## src/rtl/core/rnsfbc_pkg.sv

```systemverilog
`timescale 1ns / 1ps
package rnsfbc_pkg;
    localparam int unsigned MODULUS_BITS_DEF = 61;
    localparam int unsigned QUEUE_DEPTH = 2;

    // One term after the Shoup stage, as handed from front to back.
    typedef struct packed {
        logic [63:0] y;
        logic [63:0] hat;
        logic        last;
    } t_term;

    typedef enum logic [2:0] {
        F_IDLE,
        F_QUOT,
        F_LOW,
        F_QP,
        F_FIX
    } t_front_state;

    typedef enum logic [1:0] {
        T_IDLE,
        T_MUL,
        T_ACC
    } t_back_state;
endpackage

```

## src/rtl/core/rnsfbc_queue.sv

```systemverilog
`timescale 1ns / 1ps
module rnsfbc_queue (
    input  logic              i_clk,
    input  logic              i_rst_n,
    input  logic              i_valid,
    output logic              o_ready,
    input  rnsfbc_pkg::t_term i_data,
    output logic              o_valid,
    input  logic              i_ready,
    output rnsfbc_pkg::t_term o_data
);
    import rnsfbc_pkg::*;

    t_term r_mem [QUEUE_DEPTH];
    logic  r_wp;
    logic  r_rp;
    logic [1:0] r_cnt;
    logic  push;
    logic  pop;

    assign o_ready = (r_cnt != 2'(QUEUE_DEPTH));
    assign o_valid = (r_cnt != 2'd0);
    assign o_data  = r_mem[r_rp];
    assign push    = i_valid && o_ready;
    assign pop     = o_valid && i_ready;

    always_ff @(posedge i_clk) begin
        if (!i_rst_n) begin
            r_wp  <= 1'b0;
            r_rp  <= 1'b0;
            r_cnt <= 2'd0;
        end else begin
            if (push) r_wp <= ~r_wp;
            if (pop)  r_rp <= ~r_rp;
            r_cnt <= r_cnt + 2'(push) - 2'(pop);
        end
        if (push) r_mem[r_wp] <= i_data;
    end
endmodule

```

## config.mk

```make
export PLATFORM = sky130hd
export DESIGN_NAME = rnsfbc_queue
export DESIGN_NICKNAME = d
export VERILOG_FILES = /design/src/rtl/core/rnsfbc_pkg.sv /design/src/rtl/core/rnsfbc_queue.sv
export SDC_FILE = /design/constraint.sdc
export NUM_CORES = 1
export LEC_CHECK = 0
export CELL_PAD_IN_SITES_DETAIL_PLACEMENT = 0
export CELL_PAD_IN_SITES_GLOBAL_PLACEMENT = 2
export CORE_AREA = 2 2 208 108
export DETAILED_ROUTE_END_ITERATION = 16
export DIE_AREA = 0 0 210 110
export DONT_BUFFER_PORTS = 1
export PLACE_DENSITY_LB_ADDON = 0.1
export SYNTH_ARGS = -nofsm -noshare
export SYNTH_HDL_FRONTEND = slang
export SYNTH_SLANG_ARGS = --single-unit
```

## constraint.sdc

```tcl
create_clock -name i_clk -period 8.3 [get_ports i_clk]
set_input_delay 1.66 -clock i_clk [delete_from_list [all_inputs] [get_ports i_clk]]
set_output_delay 1.66 -clock i_clk [all_outputs]
set_load 0.05 [all_outputs]
```

-- After elaboration in Yosys (flattened, before gate mapping)
Memories as Yosys holds them, arrays and structs flattened. A register that Yosys moved wholly into a read port is not among the register bits.
Index checks and enable logic that the tools add are counted.
- output and inout bits: 131
- bits in registers: 4
- bits in writable memories: 258
- memories kept: 1
- logic and storage cells: 16
- add/subtract/negate cells: 2
- reductions and logical operators: 3
- equality and inequality tests: 1
- multiplexer cells: 4
- bitwise operators: 2
- memory list (name ; words ; width ; read ports ; clocked after Yosys merged registers in ; wr ports ; RTL line ; source):
    r_mem ; 2 ; 129 ; 1 ; 1 ; 1 ; rnsfbc_queue.sv:14 ; t_term r_mem [QUEUE_DEPTH];
- operator list (operator ; count):
    1-bit 2-to-1 mux ; 4
    2-bit by 1-bit adder with 2-bit output ; 1
    1-bit logical AND ; 2
    2-bit inequality test (second input constant) ; 1
    1-bit NOT ; 2
    2-bit nonzero test ; 1
    2-bit by 1-bit subtractor with 2-bit output ; 1

-- Logic depth before layout (Yosys ltp)
- depth after elaboration: 4
- gate-level depth with buffers: 8
- mapped depth without buffers: 8

-- Worst setup path after synthesis
Ideal clock, no wire load.
- kind: input port to flip-flop
- from: input i_valid
- to: memory r_mem[0][0] (netlist bit) (enable)
- data arrival time: 7.139 ns
- stages on the path: 2
- library setup time: 0.619 ns
- setup slack: 0.542 ns
- cells stage by stage: nand2_1 > nor2_1
- cells in the longest elaborated chain, start to end: 3
- RTL lines (what ; RTL line ; source):
    start, declared ; rnsfbc_queue.sv:5 ; input logic i_valid,
    1-bit logical AND ; rnsfbc_queue.sv:24 ; assign push = i_valid && o_ready;
    1-bit 2-to-1 mux ; rnsfbc_queue.sv:37 ; if (push) r_mem[r_wp] <= i_data;
    1-bit 2-to-1 mux (implied by the code) ; rnsfbc_queue.sv:37 ;
    end, declared ; rnsfbc_queue.sv:14 ;
Every way passes these cells.

==> impl_metrics.csv <==
group,metric,value,unit
synthesis,synth_top_area_frac,0.8082,
critical_path,end_kind,"output port",
synthesis,syn-mean-instance-area,22.55,sq um
timing,setup_tns,0,ps
clock_network,root_buffer,"clkbuf_16",
critical_path,slowest_delay,1040,ps
timing,max_freq,0.2220,GHz
critical_path,reg2reg_setup_slack,5730,ps
placed_design,place_ws,4227,ps
critical_path,worst-path-max-fanout,79,
final_layout,layout-drive-gt1-share,0.3783,
synthesis,async_flop_share,0,
global_routing,grt_usage,0.1524,
timing,holdWs,538.7,ps
floorplanning,dieArea,23100,sq um
synthesis,synthTopCellsByArea,"edfxtp_1 (81%), mux2_2 (15%), buf_6 (1.5%)",
route,drcViolationCount,0,
critical_path,cp_slowest_cell,"dfxtp_4",
critical_path,cp_data_arrival_time,2840,ps
power,p_comb_frac,0.294,
clock_network,clk_path_buf_depth,3,
synthesis,ys.flop_type,"edfxtp_1",
critical_path,crit_family,"flip-flops",
critical_path,cp_num_buf_inv,1,
power,power.internal,2.521,mW
power,clock_power_share,0.265,
timing,worst_pin_slew,1079,ps
power,leakage,3.391,nW
synthesis,synthMuxAreaShare,0.1526,
synthesis,yosys-top-cells-count,"edfxtp_1 (258), mux2_2 (129), buf_6 (13)",
synthesis,yosys.cell_types.count,17,
critical_path,endpoint,"o_data[59]",
synthesis,syn-num-nets,560,
min_path,hold_path_depth,2,
global_routing,grt_max_degree,80,
timing,drv_slew,0,
synthesis,synth_compound_area_frac,0.0007832,
run_status,run_status,"finished, final reports clean",
power,seq_power_share,0.441,
final_layout,syn_to_final_growth,10.61,%
route,avgRoutedWirePerCell,24.55,um
placed_design,port_buffers,0,
synthesis,synth-edff-count,258,
route,final_antenna_net_count,0,
clock_network,cts_buffers,24,
clock_network,clkTransAtPathRegs,60,ps
synthesis,yosysMostFrequentCell,"edfxtp_1",
global_routing,grt_pass1_wl,25540,um
floorplanning,fp.coreArea,21250,sq um
synthesis,yosys_register_bits,263,
min_path,hp-class,"register to register",
route,drt_first_pass_iters,4,
clock_network,h-tree-depth,1,
critical_path,crit_cells,2,
clock_network,ctsResizeCount,0,
critical_path,r2r_end,"r_mem[0][50]",
timing,setup_violations,0,
critical_path,path_class,"register to output port",
final_layout,diodes,0,
route,via_per_inst,5.230,
clock_network,clock-sinks,263,
global_routing,grt.overflow.total,0,
synthesis,syn-cell-area,9585,sq um
timing,fin_crit,4504,ps
synthesis,synthCells,425,
timing,skew,6.255,ps
floorplanning,die_h,110,um
clock_network,post_cts_buffers,0,
placed_design,dpl.hpwl,11920,um
critical_path,r2r_start,"r_cnt[0]",
synthesis,synth_top_area_cell,"edfxtp_1",
synthesis,synthSimpleGateAreaFrac,0.006396,
clock_network,clk_latency,510,ps
power,p_sw,1.471,mW
clock_network,hold_buffers,0,
synthesis,synth_top_family_by_area,"multiplexers",
timing,finalCritPeriodShare,0.5427,
route,totalWireLength,18170,um
floorplanning,io_pins,264,
timing,rsz0062_at_grt,"false",
power,p_per_area,376.5,nW/um^2
critical_path,startpoint_type,"register",
synthesis,ys_warn_count,0,
floorplanning,rows,38,
global_routing,grt_pass1_vias,4028,
power,swShare,0.3684,
timing,worst_slack,3796,ps
synthesis,ys_seq_area_frac,0.8187,
floorplanning,start_util,0.4510,
synthesis,synthAdderAreaFrac,0.002611,
route,via_count,3870,
route,drt_iter0_drc,217,
floorplanning,die_x,210,um
critical_path,crit_required,6640,ps
placed_design,gp_congestion,0.7782,
synthesis,synth_xor_xnor_area_share,0.002741,
power,ir_drop,190.1,uV
global_routing,antenna_found_initial,0,
timing,hold_violations,0,
timing,slew_headroom,0.2809,
job,maxCapViolCount,0,
critical_path,rr_worst_depth,4,
critical_path,cp_cell_sequence,"buf_4, mux2_2",
final_layout,fin_nets,577,
clock_network,cts_tree,"built",
-- worst min-delay path: cells and delay by family, from the launching register on --
kind          cells  cell delay [ps]
flops             1              360
mux               1               60
simple gates      1               70
-- metrics by stage --
step / std cells / util / total power [mW] / cell area [sq um]
finish: 740 / 0.4989 / 3.991 / 10600
global route: 740 / 0.4989 / 4.143 / 10600
floorplan: 425 / - / 2.899 / 9585
global placement: 696 / 0.4629 / 2.968 / 9838
CTS: 740 / 0.4989 / 4.048 / 10600
detailed placement: 696 / 0.4629 / 2.978 / 9838
-- state kept, by name, summed over array words and instances (netlist names), named ones only --
signal / cells
r_cnt: 2
r_wp: 1
r_mem: 258
r_rp: 1
-- worst min-delay path by stage --
| stage | from | end |
|---|---|---|
| after global placement | r_wp | r_wp |
| after floorplan | r_wp | r_wp |
| after detailed placement | r_rp | register |
| after CTS | r_wp | r_wp |
| final | r_wp | r_wp |
| after global routing | r_wp | r_wp |
-- routing by layer --
layer | vias to the layer above | GRT usage | share of wire
met2 | 151 | 0.2285 | 0.45
met3 | 26 | 0.07677 | 0.11
li1 | 1719 | - | -
met5 | - | 0 | 0
met4 | 0 | 0.03343 | 0.016
met1 | 1974 | 0.2006 | 0.43
-- cells in the final DEF (no fill, tap or decap), types with 3 or more instances in the layout --
cell       instances
edfxtp_1         258
xnor2_1            3
clkinv_2           6
clkbuf_8           3
clkbuf_1           6
mux2_2           129
clkbuf_16         25
dfxtp_1            4
buf_4              5
-- power by group through the flow --
stage	sequential (mW)	clock [mW]	combinational [mW]
2_1_floorplan	1.76	0	1.14
3_3_place_gp	1.79	0	1.17
3_5_place_dp	1.79	0	1.19
4_1_cts	1.77	1.09	1.19
5_1_grt	1.78	1.15	1.21
6_report	1.76	1.06	1.17
-- cells by family after synthesis --
group | after synthesis
buffers and inverters | 15
muxes | 130
DFF | 263
adders and majority gates | 2
and+or+nand+nor | 11
xor gates and xnor gates | 3
AOI/OAI and AO/OA | 1
-- cell type report --
type,count,area [sq um]
fillers,1689,10650
flip-flops and latches,263,7851
multi-input cells,147,1595
clock buffers,34,689.4
well taps,280,350.3
clock inverters,10,75.07
repair buffers,5,37.54
inverters,1,3.754
No activity file was read; power rests on OpenSTA's default activity.
