[config.mk]
export PLATFORM = sky130hd
export DESIGN_NAME = rnsfbc_back
export DESIGN_NICKNAME = d
export VERILOG_FILES = /design/src/rtl/core/rnsfbc_pkg.sv /design/src/rtl/core/rnsfbc_back.sv
export SDC_FILE = /design/constraint.sdc
export NUM_CORES = 2
export LEC_CHECK = 0
export ABC_AREA = 1
export ABC_CLOCK_PERIOD_IN_PS = 15600
export BUFFER_PORTS_ARGS = -buffer_cell sky130_fd_sc_hd__clkbuf_2
export CAP_MARGIN = 20
export CELL_PAD_IN_SITES_DETAIL_PLACEMENT = 1
export CELL_PAD_IN_SITES_GLOBAL_PLACEMENT = 1
export CORE_AREA = 4 4 308 613
export DETAILED_ROUTE_END_ITERATION = 7
export DIE_AREA = 0 0 312 617
export HOLD_SLACK_MARGIN = 0.15
export PLACE_DENSITY_LB_ADDON = 0.15
export SLEW_MARGIN = 10
export SYNTH_ARGS = -nofsm -noshare
export SYNTH_HDL_FRONTEND = slang
export SYNTH_SLANG_ARGS = --single-unit
export TNS_END_PERCENT = 50
[constraint.sdc]
create_clock -name i_clk -period 15.6 [get_ports i_clk]
set_clock_uncertainty 0.05 [all_clocks]
set_input_delay 0 -clock i_clk [delete_from_list [all_inputs] [get_ports i_clk]]
set_output_delay 0 -clock i_clk [all_outputs]
set_load 0.01 [all_outputs]
[src/rtl/core/rnsfbc_pkg.sv]
`timescale 1ns / 1ps
package rnsfbc_pkg;
    localparam int unsigned MODULUS_BITS_DEF = 61;
    localparam int unsigned QUEUE_DEPTH = 2;

    // One term after the Shoup stage, as handed from front to back.
    typedef struct packed {
        logic [63:0] y;
        logic [63:0] hat;
        logic        last;
    } t_term;

    typedef enum logic [2:0] {
        F_IDLE,
        F_QUOT,
        F_LOW,
        F_QP,
        F_FIX
    } t_front_state;

    typedef enum logic [1:0] {
        T_IDLE,
        T_MUL,
        T_ACC
    } t_back_state;
endpackage

[src/rtl/core/rnsfbc_back.sv]
`timescale 1ns / 1ps
module rnsfbc_back #(
    parameter int unsigned MODULUS_BITS = rnsfbc_pkg::MODULUS_BITS_DEF
) (
    input  logic                    i_clk,
    input  logic                    i_rst_n,
    input  logic                    i_term_valid,
    output logic                    o_term_ready,
    input  rnsfbc_pkg::t_term       i_term,
    input  logic [MODULUS_BITS-1:0] i_dst,
    output logic                    o_valid,
    input  logic                    i_stall,
    output logic [60:0]             o_converted
);
    import rnsfbc_pkg::*;

    t_back_state  r_state, n_state;
    // The product is built from four 32x32 partial products, one per cycle.
    logic [1:0]   r_step;
    logic [63:0]  r_y;
    logic [63:0]  r_hat;
    logic [127:0] r_prod;
    logic         r_last;
    logic [127:0] r_acc;
    // Bit-serial reduction: one accumulator bit per cycle while no result is held.
    logic         r_red;
    logic [6:0]   r_bit;
    logic [127:0] r_sh;
    logic [MODULUS_BITS:0] r_rem;
    logic         r_oval;
    logic [60:0]  r_out;

    logic [MODULUS_BITS:0] rem2;
    logic [MODULUS_BITS:0] dst_x;
    logic [MODULUS_BITS:0] rem_n;
    logic         take;
    logic [31:0]  mul_a;
    logic [31:0]  mul_b;
    logic [63:0]  pp;
    logic [127:0] pp_sh;
    logic [127:0] prod_n;

    assign dst_x = {1'b0, i_dst};
    assign rem2  = {r_rem[MODULUS_BITS-1:0], r_sh[127]};
    // Carry out of the shift means the value is at least 2^MODULUS_BITS > dst.
    assign rem_n = (r_rem[MODULUS_BITS-1] || rem2 >= dst_x) ? rem2 - dst_x : rem2;

    assign take   = (r_state == T_IDLE) && i_term_valid && !r_red;
    assign mul_a  = r_step[1] ? r_y[63:32] : r_y[31:0];
    assign mul_b  = r_step[0] ? r_hat[63:32] : r_hat[31:0];
    assign pp     = 64'(mul_a) * 64'(mul_b);
    assign prod_n = ((r_step == 2'd0) ? 128'd0 : r_prod) + pp_sh;

    always_comb begin
        case (r_step)
            2'd0: pp_sh = {64'd0, pp};
            2'd3: pp_sh = {pp, 64'd0};
            default: pp_sh = {32'd0, pp, 32'd0};
        endcase
    end

    always_comb begin
        n_state      = r_state;
        o_term_ready = 1'b0;
        case (r_state)
            T_IDLE: begin
                o_term_ready = !r_red;
                if (i_term_valid && !r_red) n_state = T_MUL;
            end
            T_MUL: begin
                if (r_step == 2'd3) n_state = T_ACC;
            end
            T_ACC: n_state = T_IDLE;
            default: n_state = T_IDLE;
        endcase
    end

    always_ff @(posedge i_clk) begin
        if (!i_rst_n) begin
            r_state <= T_IDLE;
            r_step  <= 2'd0;
            r_acc   <= '0;
            r_red   <= 1'b0;
            r_oval  <= 1'b0;
        end else begin
            r_state <= n_state;
            if (r_state == T_MUL) r_step <= r_step + 2'd1;
            if (r_oval && !i_stall) r_oval <= 1'b0;
            if (r_state == T_ACC) begin
                if (r_last) begin
                    r_sh  <= r_acc + r_prod;
                    r_acc <= '0;
                    r_red <= 1'b1;
                    r_bit <= 7'd127;
                    r_rem <= '0;
                end else begin
                    r_acc <= r_acc + r_prod;
                end
            end
            if (r_red && !r_oval) begin
                r_rem <= rem_n;
                r_sh  <= {r_sh[126:0], 1'b0};
                r_bit <= r_bit - 7'd1;
                if (r_bit == 7'd0) begin
                    r_red  <= 1'b0;
                    r_oval <= 1'b1;
                    r_out  <= (i_dst < MODULUS_BITS'(2)) ? 61'd0
                              : 61'({1'b0, rem_n[MODULUS_BITS-1:0]});
                end
            end
        end
        if (take) begin
            r_y    <= i_term.y;
            r_hat  <= i_term.hat;
            r_last <= i_term.last;
        end
        if (r_state == T_MUL) r_prod <= prod_n;
    end

    assign o_valid     = r_oval;
    assign o_converted = r_out;
endmodule

==> flow_metrics.env, run 1 <==
export IMPL_seq_area_frac_synth_pct=20.59
export IMPL_holdBufCountCts=303
export IMPL_grt_overflow=2800
export IMPL_cts_sinks=648
export IMPL_synthCells=12822
export IMPL_yosys_warnings=0
export IMPL_pre_cts_ws_ns=1.520
export IMPL_grt_start_max_net_pins=79
export IMPL_hpwl_um=426700
export IMPL_rows=223
export IMPL_synth_distinct_cells=45
export IMPL_syn_cell_area_sq_um=88000
export IMPL_grt_pass1_vias=131256
export IMPL_ys_ff_latch=648
export IMPL_synth_area_leaders="fa_1 (20%), edfxtp_1 (18%), nand2_1 (15%)"
export IMPL_cts_resized=0
export IMPL_stop_stage="5_1_grt"
export IMPL_cts_htree_levels=3
export IMPL_yosys_area_top_type_share_pct=20.45
export IMPL_root_buffer="clkbuf_16"
export IMPL_portBuffers=256
export IMPL_avgSynthCellArea_sq_um=6.863
export IMPL_track_usage_pct=76.47
export IMPL_syn_nets=14497
export IMPL_gp_congestion=1.173
export IMPL_cts_buffer_depth=3
export IMPL_grt_pass1_wl_um=1104000
export IMPL_cts_setup_buffers=0
export IMPL_die_h_um=617
export IMPL_numCtsBuffers=70
export IMPL_ios=257
export IMPL_yosysTopAreaCell="fa_1"
export IMPL_die_x_um=312
export IMPL_initial_core_util_pct=47.79
export IMPL_toolErrorMsg="[ERROR GRT-0116] Global routing finished with congestion. Check the congestion regions in the DRC Viewer."
export IMPL_status="did not finish"
export IMPL_dpl_cell_count=15302
==> logic make-up after synthesis <==
group / Yosys count / share of synthesized area, %
and+or+nand+nor: 6163 / 27.83
buffers and inverters: 3041 / 13.05
adders and majority gates: 1481 / 28.73
AOI/OAI and AO/OA: 1278 / 7.713
DFF: 648 / 20.59
xor gates and xnor gates: 211 / 2.100
==> synth_stat cells, drive strengths merged <==
cell type	instances
nand3	460
a21oi	674
a31oi	6
nand3b	49
a211o	1
o211ai	9
edfxtp	514
fa	899
o21ai	445
a21boi	16
nor4	28
o21a	22
xor2	143
clkbuf	271
xnor2	68
o21bai	48
nand4	63
inv	2720
a211oi	1
or2	79
a22o	2
a21o	34
and2	5
nand2	3525
o22ai	20
nor2	1850
nor3	100
ha	582
dfxtp	134
and3	4
buf	19
clkinv	31
==> routing by layer <==
metal	global-route usage (%)	GRT overflow
met4	84.00	715
met2	99.36	1995
met3	56.00	53
met1	71.42	34
met5	24.12	3
==> per-stage QoR <==
stage,util [%],hold WS [ns],area [sq um]
after detailed placement,50.31,0.1288,92650
after CTS,53.28,0.1536,98120
after global placement,50.17,0.1264,92380
after floorplan,-,0.04887,88000
==> inputs of run 2 (changes only) <==
--- a/config.mk
+++ b/config.mk
@@ -9,12 +9,9 @@
 export ABC_CLOCK_PERIOD_IN_PS = 15600
 export BUFFER_PORTS_ARGS = -buffer_cell sky130_fd_sc_hd__clkbuf_2
 export CAP_MARGIN = 20
-export CELL_PAD_IN_SITES_DETAIL_PLACEMENT = 1
-export CELL_PAD_IN_SITES_GLOBAL_PLACEMENT = 1
-export CORE_AREA = 4 4 308 613
+export CORE_AREA = 4 4 475 477
 export DETAILED_ROUTE_END_ITERATION = 7
-export DIE_AREA = 0 0 312 617
-export HOLD_SLACK_MARGIN = 0.15
+export DIE_AREA = 0 0 479 481
 export PLACE_DENSITY_LB_ADDON = 0.15
 export SLEW_MARGIN = 10
 export SYNTH_ARGS = -nofsm -noshare
==> run 2 against run 1 <==
Net effect:
- the flow now finishes, with violations (design-rule violations)
- area after synthesis did not move
- synthesized cell count did not move
==> flow_metrics.env, run 2 <==
export IMPL_root_buffer="clkbuf_16"
export IMPL_numCtsBuffers=86
export IMPL_worstPathRequired_ns=16.04
export IMPL_final_max_slew_viol_count=0
export IMPL_rows=173
export IMPL_grt_overflow=0
export IMPL_max_stage_delay_ns=0.80
export IMPL_synth_compound_area_share_pct=7.713
export IMPL_drive_gt1_share_pct=4.919
export IMPL_drc=14
export IMPL_tightestPinTransition_ns=1.419
export IMPL_synth_area_leaders="fa_1 (20%), edfxtp_1 (18%), nand2_1 (15%)"
export IMPL_cp_common_cell="fa_1"
export IMPL_gp_congestion=1.071
export IMPL_yosys_area_top_type_share_pct=20.45
export IMPL_worstHoldPathType="in -> reg"
export IMPL_setup_tns_ns=0
export IMPL_synthMuxAreaShare_pct=0
export IMPL_crit_type="reg -> reg"
export IMPL_syn_nets=14497
export IMPL_cap_viol_max_count=0
export IMPL_reg_largest_list="r_acc (128), r_prod (128), r_sh (128)"
export IMPL_antenna_found_initial=44
export IMPL_cts_tree="built"
export IMPL_yosysTopAreaCell="fa_1"
export IMPL_synth_distinct_cells=45
export IMPL_relSlewSlack_pct=5.414
export IMPL_grt_start_max_net_pins=130
export IMPL_hpwl_um=353400
export IMPL_track_usage_pct=36.30
export IMPL_mostFrequentLayoutCell="nand2_1"
export IMPL_grt_pass1_vias=86365
export IMPL_cp_startpoint="r_step[1]"
export IMPL_layout_common_cells="nand2_1 (3522), inv_1 (2716), nor2_1 (1845)"
export IMPL_portBuffers=256
export IMPL_wirelength_um=424100
export IMPL_cp_arrival_ns=13.92
export IMPL_finalInstanceArea_sq_um=98520
export IMPL_ios=257
export IMPL_cts_buffer_depth=3
export IMPL_die_h_um=481
export IMPL_areaGrowthSynthToFinish_pct=11.95
export IMPL_synth_fa_ha_area_share_pct=28.73
export IMPL_seq_area_frac_synth_pct=20.59
export IMPL_reg2reg_slack_ns=2.12
export IMPL_cts_resized=0
export IMPL_wire_per_inst_um=26.03
export IMPL_rsz0062_at_grt="no"
export IMPL_fin_hold_ws_ns=0.06121
export IMPL_ant_nets=0
export IMPL_nNetsFinal=14902
export IMPL_routed_via_density=5.363
export IMPL_synth_top_cells_by_count="nand2_1 (3523), inv_1 (2718), nor2_1 (1848), fa_1 (899), a21oi_1 (673)"
export IMPL_synth_simple_area_share_pct=27.83
export IMPL_clk_latency_ns=0.75
export IMPL_async_reset_ff_share_pct=0
export IMPL_setup_viol=0
export IMPL_die_x_um=479
export IMPL_status="complete, but fails checks"
export IMPL_startpoint_type="flop"
export IMPL_grt_pass1_wl_um=604500
export IMPL_core_area_sq_um=221400
export IMPL_synth_top_family_by_area="adder cells"
export IMPL_hold_start="i_term[8]"
export IMPL_synthCells=12822
export IMPL_hold_viol=0
export IMPL_ys_ff_latch=648
export IMPL_initial_core_util_pct=39.74
export IMPL_vias=87355
export IMPL_path_clk_slew_ns=0.07
export IMPL_crit_fanout=33
export IMPL_dr_pass1_iters=8
export IMPL_dieArea_sq_um=230400
export IMPL_syn_cell_area_sq_um=88000
export IMPL_cts_htree_levels=3
export IMPL_synthFlopType="edfxtp_1"
export IMPL_cts_sinks=648
export IMPL_yosys_area_share_xor_xnor_pct=2.100
export IMPL_first_iter_violations=9656
export IMPL_post_dp_cell_area_sq_um=92970
export IMPL_avgSynthCellArea_sq_um=6.863
export IMPL_fmax_ghz=0.07421
export IMPL_synth_edff_count=514
export IMPL_finalCriticalPeriod_ns=13.48
export IMPL_period_share_pct=86.38
export IMPL_violations="design-rule violations"
export IMPL_endpoint_kind="flop"
export IMPL_yosysMostFrequentCell="nand2_1"
export IMPL_cp_slowest_cell="inv_1"
export IMPL_r2r_start="r_step[1]"
export IMPL_yosys_warnings=0
run 2: cell counts after synthesis:
No cell type changed its count.
run 2: path summary, 6_finish.rpt:
| kind | end | cells past startpoint |
|---|---|---|
| min reg2reg | r_acc[3] | 2 |
| max reg2reg | r_prod[73] | 34 |
| min | r_hat[7] | 2 |
| max | r_prod[73] | 34 |
run 2: cell type report:
cell class | instances | area, sq um
inverters | 2751 | 10340
clock buffers | 101 | 2332
fillers | 23457 | 122900
multi-input cells | 9133 | 58660
clock inverters | 56 | 713.2
repair buffers | 607 | 4582
well taps | 2975 | 3722
flip-flops and latches | 648 | 18120
diodes | 18 | 45.04
run 2: worst max-delay path, delay by kind of cell, from the launching register on:
family                     cells  cell delay (ns)
adders and majority gates     10             4.88
AOI/OAI and AO/OA             11             3.78
buffers and inverters          6             1.90
and+or+nand+nor                5             1.38
xor gates and xnor gates       2             0.83
DFF                            1             0.32
run 2: repair_timing:
action / CTS / global route
setup endpoints to repair: 0 / 0
hold buffers: 242 / 0
buffers inserted: 0 / 0
endpoints found under the hold margin: 216 / 0
run 2: logic make-up (layout without fill, tap and decap cells):
logic type	count (synthesis)	count (layout)
AO/OA/AOI/OAI	1278	1278
other	0	18
AND/OR/NAND/NOR	6163	6163
flip-flops	648	648
buffers and inverters	3041	3515
adder cells (fa/ha/maj)	1481	1481
XOR/XNOR	211	211
run 2: metrics by stage:
| stage | util, % | setup WS, ns | cells |
|---|---|---|---|
| floorplan | - | 4.260 | 12822 |
| global placement | 41.97 | 1.843 | 15867 |
| detailed placement | 41.99 | 2.343 | 15870 |
| CTS | 44.45 | 2.339 | 16269 |
| global route | 44.47 | 2.123 | 16276 |
| finish | 44.49 | 2.125 | 16289 |
run 2: routing by layer:
layer,share of wire (%),global-route usage [%],up-vias
li1,-,-,39851
met5,0.10,0.4557,-
met4,4.7,14.68,18
met3,9.7,7.468,698
met1,43,50.44,42541
met2,42,55.12,4247
Power of run 2 is left out: the tool's default activity adds up to more than one toggle a clock period on the data nets, which glitch-free logic cannot reach.
