==> src/rtl/core/rnsfbc_pkg.sv <==
`timescale 1ns / 1ps
package rnsfbc_pkg;
    localparam int unsigned MODULUS_BITS_DEF = 61;
    localparam int unsigned QUEUE_DEPTH = 2;

    // One term after the Shoup stage, as handed from front to back.
    typedef struct packed {
        logic [63:0] y;
        logic [63:0] hat;
        logic        last;
    } t_term;

    typedef enum logic [2:0] {
        F_IDLE,
        F_QUOT,
        F_LOW,
        F_QP,
        F_FIX
    } t_front_state;

    typedef enum logic [1:0] {
        T_IDLE,
        T_MUL,
        T_ACC
    } t_back_state;
endpackage

==> src/rtl/core/rnsfbc_front.sv <==
`timescale 1ns / 1ps
module rnsfbc_front (
    input  logic                     i_clk,
    input  logic                     i_rst_n,
    input  logic                     i_valid,
    output logic                     o_stall,
    input  logic [60:0]              i_residue,
    input  logic [60:0]              i_src_modulus,
    input  logic [60:0]              i_inv_hat,
    input  logic [63:0]              i_inv_hat_shoup,
    input  logic [60:0]              i_hat_in_dst,
    input  logic                     i_last_term,
    output logic                     o_term_valid,
    input  logic                     i_term_ready,
    output rnsfbc_pkg::t_term        o_term
);
    import rnsfbc_pkg::*;

    // Three 64x64 products are formed one after another, each from four
    // 32x32 partial products, one per cycle.
    t_front_state r_state, n_state;
    logic [1:0]   r_step;
    logic [63:0]  r_x;
    logic [63:0]  r_c;
    logic [63:0]  r_cs;
    logic [63:0]  r_p;
    logic [63:0]  r_hat;
    logic         r_last;
    logic [127:0] r_acc;
    logic [63:0]  r_q;
    logic [63:0]  r_xc;
    logic [63:0]  r_qp;
    // Output register.
    logic         r_term_valid;
    t_term        r_term;

    logic         out_free;
    logic         accept;
    logic         advance;
    logic         finish;
    logic [63:0]  op_a;
    logic [63:0]  op_b;
    logic [31:0]  mul_a;
    logic [31:0]  mul_b;
    logic [63:0]  pp;
    logic [127:0] pp_sh;
    logic [127:0] prod;
    logic [63:0]  t_val;

    assign out_free = !r_term_valid || i_term_ready;
    assign o_stall  = (r_state != F_IDLE);
    assign accept   = (r_state == F_IDLE) && i_valid;
    assign finish   = (r_state == F_FIX) && out_free;
    assign mul_a    = r_step[1] ? op_a[63:32] : op_a[31:0];
    assign mul_b    = r_step[0] ? op_b[63:32] : op_b[31:0];
    assign pp       = 64'(mul_a) * 64'(mul_b);
    assign prod     = ((r_step == 2'd0) ? 128'd0 : r_acc) + pp_sh;
    assign t_val    = r_xc - r_qp;

    always_comb begin
        case (r_step)
            2'd0: pp_sh = {64'd0, pp};
            2'd3: pp_sh = {pp, 64'd0};
            default: pp_sh = {32'd0, pp, 32'd0};
        endcase
    end

    always_comb begin
        n_state = r_state;
        advance = 1'b0;
        op_a    = r_x;
        op_b    = r_cs;
        case (r_state)
            F_IDLE: begin
                if (i_valid) n_state = F_QUOT;
            end
            F_QUOT: begin
                advance = 1'b1;
                if (r_step == 2'd3) n_state = F_LOW;
            end
            F_LOW: begin
                op_b    = r_c;
                advance = 1'b1;
                if (r_step == 2'd3) n_state = F_QP;
            end
            F_QP: begin
                op_a    = r_q;
                op_b    = r_p;
                advance = 1'b1;
                if (r_step == 2'd3) n_state = F_FIX;
            end
            F_FIX: begin
                if (out_free) n_state = F_IDLE;
            end
            default: n_state = F_IDLE;
        endcase
    end

    always_ff @(posedge i_clk) begin
        if (!i_rst_n) begin
            r_state      <= F_IDLE;
            r_step       <= 2'd0;
            r_term_valid <= 1'b0;
        end else begin
            r_state <= n_state;
            if (advance) r_step <= r_step + 2'd1;
            if (finish) r_term_valid <= 1'b1;
            else if (i_term_ready) r_term_valid <= 1'b0;
        end
        if (accept) begin
            r_x    <= {3'd0, i_residue};
            r_c    <= {3'd0, i_inv_hat};
            r_cs   <= i_inv_hat_shoup;
            r_p    <= {3'd0, i_src_modulus};
            r_hat  <= {3'd0, i_hat_in_dst};
            r_last <= i_last_term;
        end
        if (advance) r_acc <= prod;
        if (r_state == F_QUOT && r_step == 2'd3) r_q  <= prod[127:64];
        if (r_state == F_LOW && r_step == 2'd3)  r_xc <= prod[63:0];
        if (r_state == F_QP && r_step == 2'd3)   r_qp <= prod[63:0];
        if (finish) begin
            r_term.y    <= (t_val < r_p) ? t_val : t_val - r_p;
            r_term.hat  <= r_hat;
            r_term.last <= r_last;
        end
    end

    assign o_term_valid = r_term_valid;
    assign o_term       = r_term;
endmodule

==> config.mk <==
export PLATFORM = sky130hd
export DESIGN_NAME = rnsfbc_front
export DESIGN_NICKNAME = d
export VERILOG_FILES = /design/src/rtl/core/rnsfbc_pkg.sv /design/src/rtl/core/rnsfbc_front.sv
export SDC_FILE = /design/constraint.sdc
export NUM_CORES = 2
export LEC_CHECK = 0
export ABC_AREA = 1
export CORE_ASPECT_RATIO = 1.2
export CORE_UTILIZATION = 45
export DETAILED_ROUTE_END_ITERATION = 8
export DONT_BUFFER_PORTS = 1
export GPL_TIMING_DRIVEN = 0
export HOLD_SLACK_MARGIN = 0.02
export PLACE_DENSITY = 0.65
export REMOVE_ABC_BUFFERS = 1
export SLEW_MARGIN = 20
export SYNTH_ARGS = -nofsm -noshare
export SYNTH_HDL_FRONTEND = slang
export SYNTH_SLANG_ARGS = --single-unit
==> constraint.sdc <==
create_clock -name i_clk -period 31.7 [get_ports i_clk]
set_input_delay 6.34 -clock i_clk [delete_from_list [all_inputs] [get_ports i_clk]]
set_output_delay 6.34 -clock i_clk [all_outputs]
set_load 0.01 [all_outputs]
Word-level counts from Yosys, hierarchy flattened

Cells that the tools add are included.

Flip-flop bits (word level): 761
Bits in latches: 0
RAM bits: 0
ROM bits: 0
Input bits: 313
Output and inout bits: 131
Logic and storage cells: 61
Memories kept: 0

$add $sub $neg: 4
Multipliers: 1
Div/mod/pow operators: 0
Magnitude comparators: 1
Eq/ne operators: 10
Shift-type cells: 0
Muxes and demuxes: 16
Bitwise gates (word level): 0
Reduce and logical (&&, ||, !) cells: 13

Operators by type and width:

| operator              | number |
|---|---|
| $pmux W128 S2         | 1 |
| $add A128 B128 Y128   | 1 |
| $mux W128             | 1 |
| $mux W64              | 2 |
| $pmux W64 S2          | 1 |
| $lt A64 B61 Y1        | 1 |
| $mul A32 B32 Y64      | 1 |
| $mux W32              | 2 |
| $sub A64 B61 Y64      | 1 |
| $sub A64 B64 Y64      | 1 |
| $mux W3               | 5 |
| $pmux W3 S5           | 1 |
| $ne A2 B2 Y1 const B  | 5 |
| $eq A3 B2 Y1 const B  | 2 |
| $logic_and A1 B1 Y1   | 5 |
| $reduce_and A5 Y1     | 1 |
| $eq A3 B1 Y1 const B  | 1 |
| $eq A3 B3 Y1 const B  | 1 |
| $logic_not A3 Y1      | 1 |
| $mux W1               | 3 |
| $reduce_bool A3 Y1    | 1 |
| $reduce_or A3 Y1      | 1 |
| $add A2 B1 Y2 const B | 1 |
| $eq A2 B2 Y1 const B  | 1 |
| other kinds (4)       | 4 |

Longest topological paths before layout

Depth after elaboration: 6
Mapped depth: 58
Gate-level depth less buffers: 55

Worst setup path before layout

Ideal clock, no wire load.

Path kind: input to register
Start: input i_valid
End: register r_c[0] (enable)
Library setup time: 0.987 ns
Arrival time: 19.050 ns
Data required time: 30.713 ns
Setup slack: 11.663 ns
Cell stages on the path: 2
Path buffers: 0
Path through: inv_1 > nor2_1

Cells in the longest elaborated chain, start to end: 1

RTL lines:

| item                 | line                | text |
|---|---|---|
| start, declared      | rnsfbc_front.sv:5   | `input logic i_valid,` |
| $logic_and A1 B1 Y1  | rnsfbc_front.sv:52  | `assign accept = (r_state == F_IDLE) && i_valid;` |
| named net accept     | rnsfbc_front.sv:38  | `logic accept;` |
| end signal, assigned | rnsfbc_front.sv:112 | `r_c <= {3'd0, i_inv_hat};` |
| end, declared        | rnsfbc_front.sv:24  | `logic [63:0] r_c;` |

The timed path passes the listed nets, and every way through them passes these cells.
A chain may end at the register's enable or synchronous reset.

Worst setup path after layout

Start: register r_state[2]
End: register r_xc[57] (data pin)

Cells in the longest elaborated chain, start to end: 6
Elaborated cells between the ends (all ways): 9
Those cells by class: add/sub (1); mul (1); eq/ne (2); mux (5)

RTL lines:

| item                                     | line                                   | text |
|---|---|---|
| start, declared                          | rnsfbc_front.sv:21                     | `t_front_state r_state, n_state;` |
| start signal, assigned                   | rnsfbc_front.sv:105                    | `r_state <= n_state;` |
| $eq A3 B2 Y1                             | rnsfbc_front.sv:73                     | `case (r_state)` |
| $pmux W64 S2 or $mux W64 (tied branches) | rnsfbc_front.sv:73                     |  |
| $mux W32 (on tied branches)              | rnsfbc_front.sv:55, rnsfbc_front.sv:54 |  |
| $mul A32 B32 Y64 (*)                     | rnsfbc_front.sv:56                     | `assign pp = 64'(mul_a) * 64'(mul_b);` |
| $pmux W128 S2 (*)                        | rnsfbc_front.sv:61                     | `case (r_step)` |
| $add A128 B128 Y128 (*)                  | rnsfbc_front.sv:57                     | `assign prod = ((r_step == 2'd0) ? 128'd0 : r_acc) + pp_sh;` |
| named net prod[57]                       | rnsfbc_front.sv:47                     | `logic [127:0] prod;` |
| end signal, assigned                     | rnsfbc_front.sv:120                    | `if (r_state == F_LOW && r_step == 2'd3) r_xc <= prod[63:0];` |
| end, declared                            | rnsfbc_front.sv:31                     | `logic [63:0] r_xc;` |

Mark *: on every way through the listed nets, which the timed path passes. The rest lies on a longest branch.

==> impl_metrics.yaml <==
route:
  ant_nets: 0
  via_count: 71800
  drtPass1Iterations: 6
  via_per_inst: 5.74
  drtIter0Drc: 7019
  drc: 0
  wl_um: 379000
  post_drt_wl_per_cell_um: 30.3
sta:
  skew_ns: 0.0981
  worst_pin_slew_ns: 1.30
  setup_tns_ns: 0
  period_share_pct: 51.3
  fmax_mhz: 61.5
  fin_crit_ns: 16.26
  finalSetupViolCount: 0
  grt_setup_unrepaired: "no"
  whs_ns: 0.366
  slew_headroom_pct: 12.8
  hold_viol: 0
  slew_violations: 0
yosys:
  synthDistinctLibCells: 59
  synth_ff_type: "edfxtp_1"
  synth_xor_xnor_area_share_pct: 2.56
  synth-async-reset-ratio_pct: 0
  synth_seq_cells: 761
  synth_seq_area_share_pct: 27.9
  netlist_area_um2: 81700
  synth_top_family_by_area: "adder cells"
  synth-edff-count: 755
  yosys_warnings: 0
  synth-simple-area-share_pct: 20.1
  synth_compound_area_share_pct: 8.96
  synth_cells: 10000
  synthAdderAreaFrac_pct: 29.9
  syn_area_per_cell_um2: 8.17
  synth_mux_area_share_pct: 0
outcome:
  status: "finished clean"
layout:
  final_cells: 12500
  post-route-util_pct: 49.5
  nets: 11700
  final_common_cell: "inv_1"
  drive_gt1_share_pct: 4.49
  layout_common_cells: "inv_1, nand2_1, nor2_1, fa_1, edfxtp_1"
  area_delta_synth_final_pct: 9.28
die:
  die-area_um2: 183000
  die_h_um: 469
  initial_core_util_pct: 45.3
  core-area_um2: 181000
  fp-row-count: 171
  fp.dieW_um: 391
  pin_count: 444
clocking:
  cts_max_path_buffers: 3
  insertion_delay_ns: 0.77
  cts_setup_buffers: 0
  clkSinkCount: 761
  hold_buffers: 0
  cts_max_level: 3
  numCtsBuffers: 85
  cts_resized: 0
  cts_root_buf: "clkbuf_16"
  cts_tree: "built"
  path_clk_slew_ns: 0.07
worst_setup_path:
  r2r_start: "r_state[2]$_SDFFE_PN0P_"
  worstSetupStartpointType: "register"
  ff2ff_path_depth: 42
  critPathLaunch: "r_state[2]$_SDFFE_PN0P_"
  slowest_delay_ns: 1.12
  worstSetupPathType: "reg -> reg"
  cp.required_ns: 32.13
  cp_data_arrival_time_ns: 16.69
  critPathSlowestCell: "clkinv_1"
  r2r-end: "r_xc[57]$_DFFE_PP_"
  worst_path_most_repeated_cell: "fa_1"
  crit_path_end: "r_xc[57]$_DFFE_PP_"
  r2r_setup_slack_ns: 15.44
  cp.depth: 42
  crit_family: "adder cells"
  worst-path-buf-inv: 10
  crit_path_max_fanout: 50
  critPathCaptureType: "register"
grt:
  grt_util_all_layers_pct: 41.2
  antenna_found_initial: 57
  grt_pass1_vias: 72300
  overflow: 0
  grt_pass1_wl_um: 526000
  grt_max_degree: 65
run:
  cap_violations: 0
placed_design:
  portBuffers: 0
  dp_hpwl_um: 315000
  dp_cells: 12300
  gp_congestion: 1.10
min_path:
  hp-class: "reg -> reg"
## stage by stage
stage / area (um^2) / setup WS [ns]
after floorplan: 80500 / 11.66
after global placement: 83500 / 6.21
after detailed placement: 86300 / 16.26
after CTS: 89200 / 16.17
after global routing: 89300 / 15.61
final: 89300 / 15.44
## worst min path at each step
stage / from / end / slack (ns) / cells past startpoint
finish: r_hat[50]$_DFFE_PP_ / o_term[51]$_DFFE_PP_ / 0.37 / 0
global route: r_hat[50]$_DFFE_PP_ / o_term[51]$_DFFE_PP_ / 0.38 / 0
CTS: r_hat[50]$_DFFE_PP_ / o_term[51]$_DFFE_PP_ / 0.36 / 0
detailed placement: r_hat[10]$_DFFE_PP_ / o_term[11]$_DFFE_PP_ / 0.40 / 0
global placement: r_hat[10]$_DFFE_PP_ / o_term[11]$_DFFE_PP_ / 0.40 / 0
floorplan: r_last$_DFFE_PP_ / o_term[0]$_DFFE_PP_ / 0.40 / 0
## metal layers
metal	track usage [%]	wire (um)
met5	0.130	166
met3	9.86	35100
met2	65.0	172000
met1	46.2	131000
met4	37.9	40600
## cell usage after synthesis, types with 7 or more instances
library cell	n	share of area [%]
a21oi_1	578	3.5
o22ai_1	57	0.44
o211ai_1	41	0.38
inv_1	1931	8.9
a21o_1	43	0.39
o21a_1	30	0.28
buf_4	8	0.073
nor3_1	68	0.42
fa_1	899	22
nand3_1	315	1.9
buf_6	12	0.17
a21boi_0	20	0.18
o21ai_1	10	0.061
clkinv_1	9	0.041
edfxtp_1	755	28
inv_2	35	0.16
nand2_2	7	0.054
a32oi_2	15	0.30
o21bai_1	50	0.46
buf_1	9	0.041
nand4_1	57	0.44
xnor2_1	46	0.49
clkbuf_1	92	0.42
a32oi_1	12	0.13
nand2_1	1818	8.3
o21ai_0	388	2.4
nand3b_1	19	0.17
ha_1	515	7.9
or2_1	21	0.16
or2_2	66	0.51
nor2_1	1671	7.7
nor4_1	18	0.14
a31oi_1	18	0.14
xor2_1	193	2.1
buf_2	121	0.74
## cells by family after synthesis
| group | Yosys count |
|---|---|
| other | 2 |
| and+or+nand+nor | 4082 |
| AOI/OAI and AO/OA | 1281 |
| adders and majority gates | 1414 |
| buffers and inverters | 2224 |
| DFF | 761 |
| xor gates and xnor gates | 239 |
## sequential cells by signal, indices dropped and copies added (netlist names), 2 cells and up
register / flops
o_term: 126
r_acc: 128
r_c: 61
r_cs: 64
r_hat: 61
r_p: 61
r_q: 64
r_qp: 64
r_state: 3
r_step: 2
r_x: 61
r_xc: 64
## cell type report
class,count,area (um^2)
timing repair buffer,107,2120
fill,17700,91200
clock inverter,61,751
clock buffer,97,2180
sequential,761,22800
multi-input combinational,7020,50900
tap,2422,3030
antenna,47,118
inverter,1976,7430
Power is left out: the tool's default activity adds up to more than one toggle a clock period on the data nets, which glitch-free logic cannot reach.
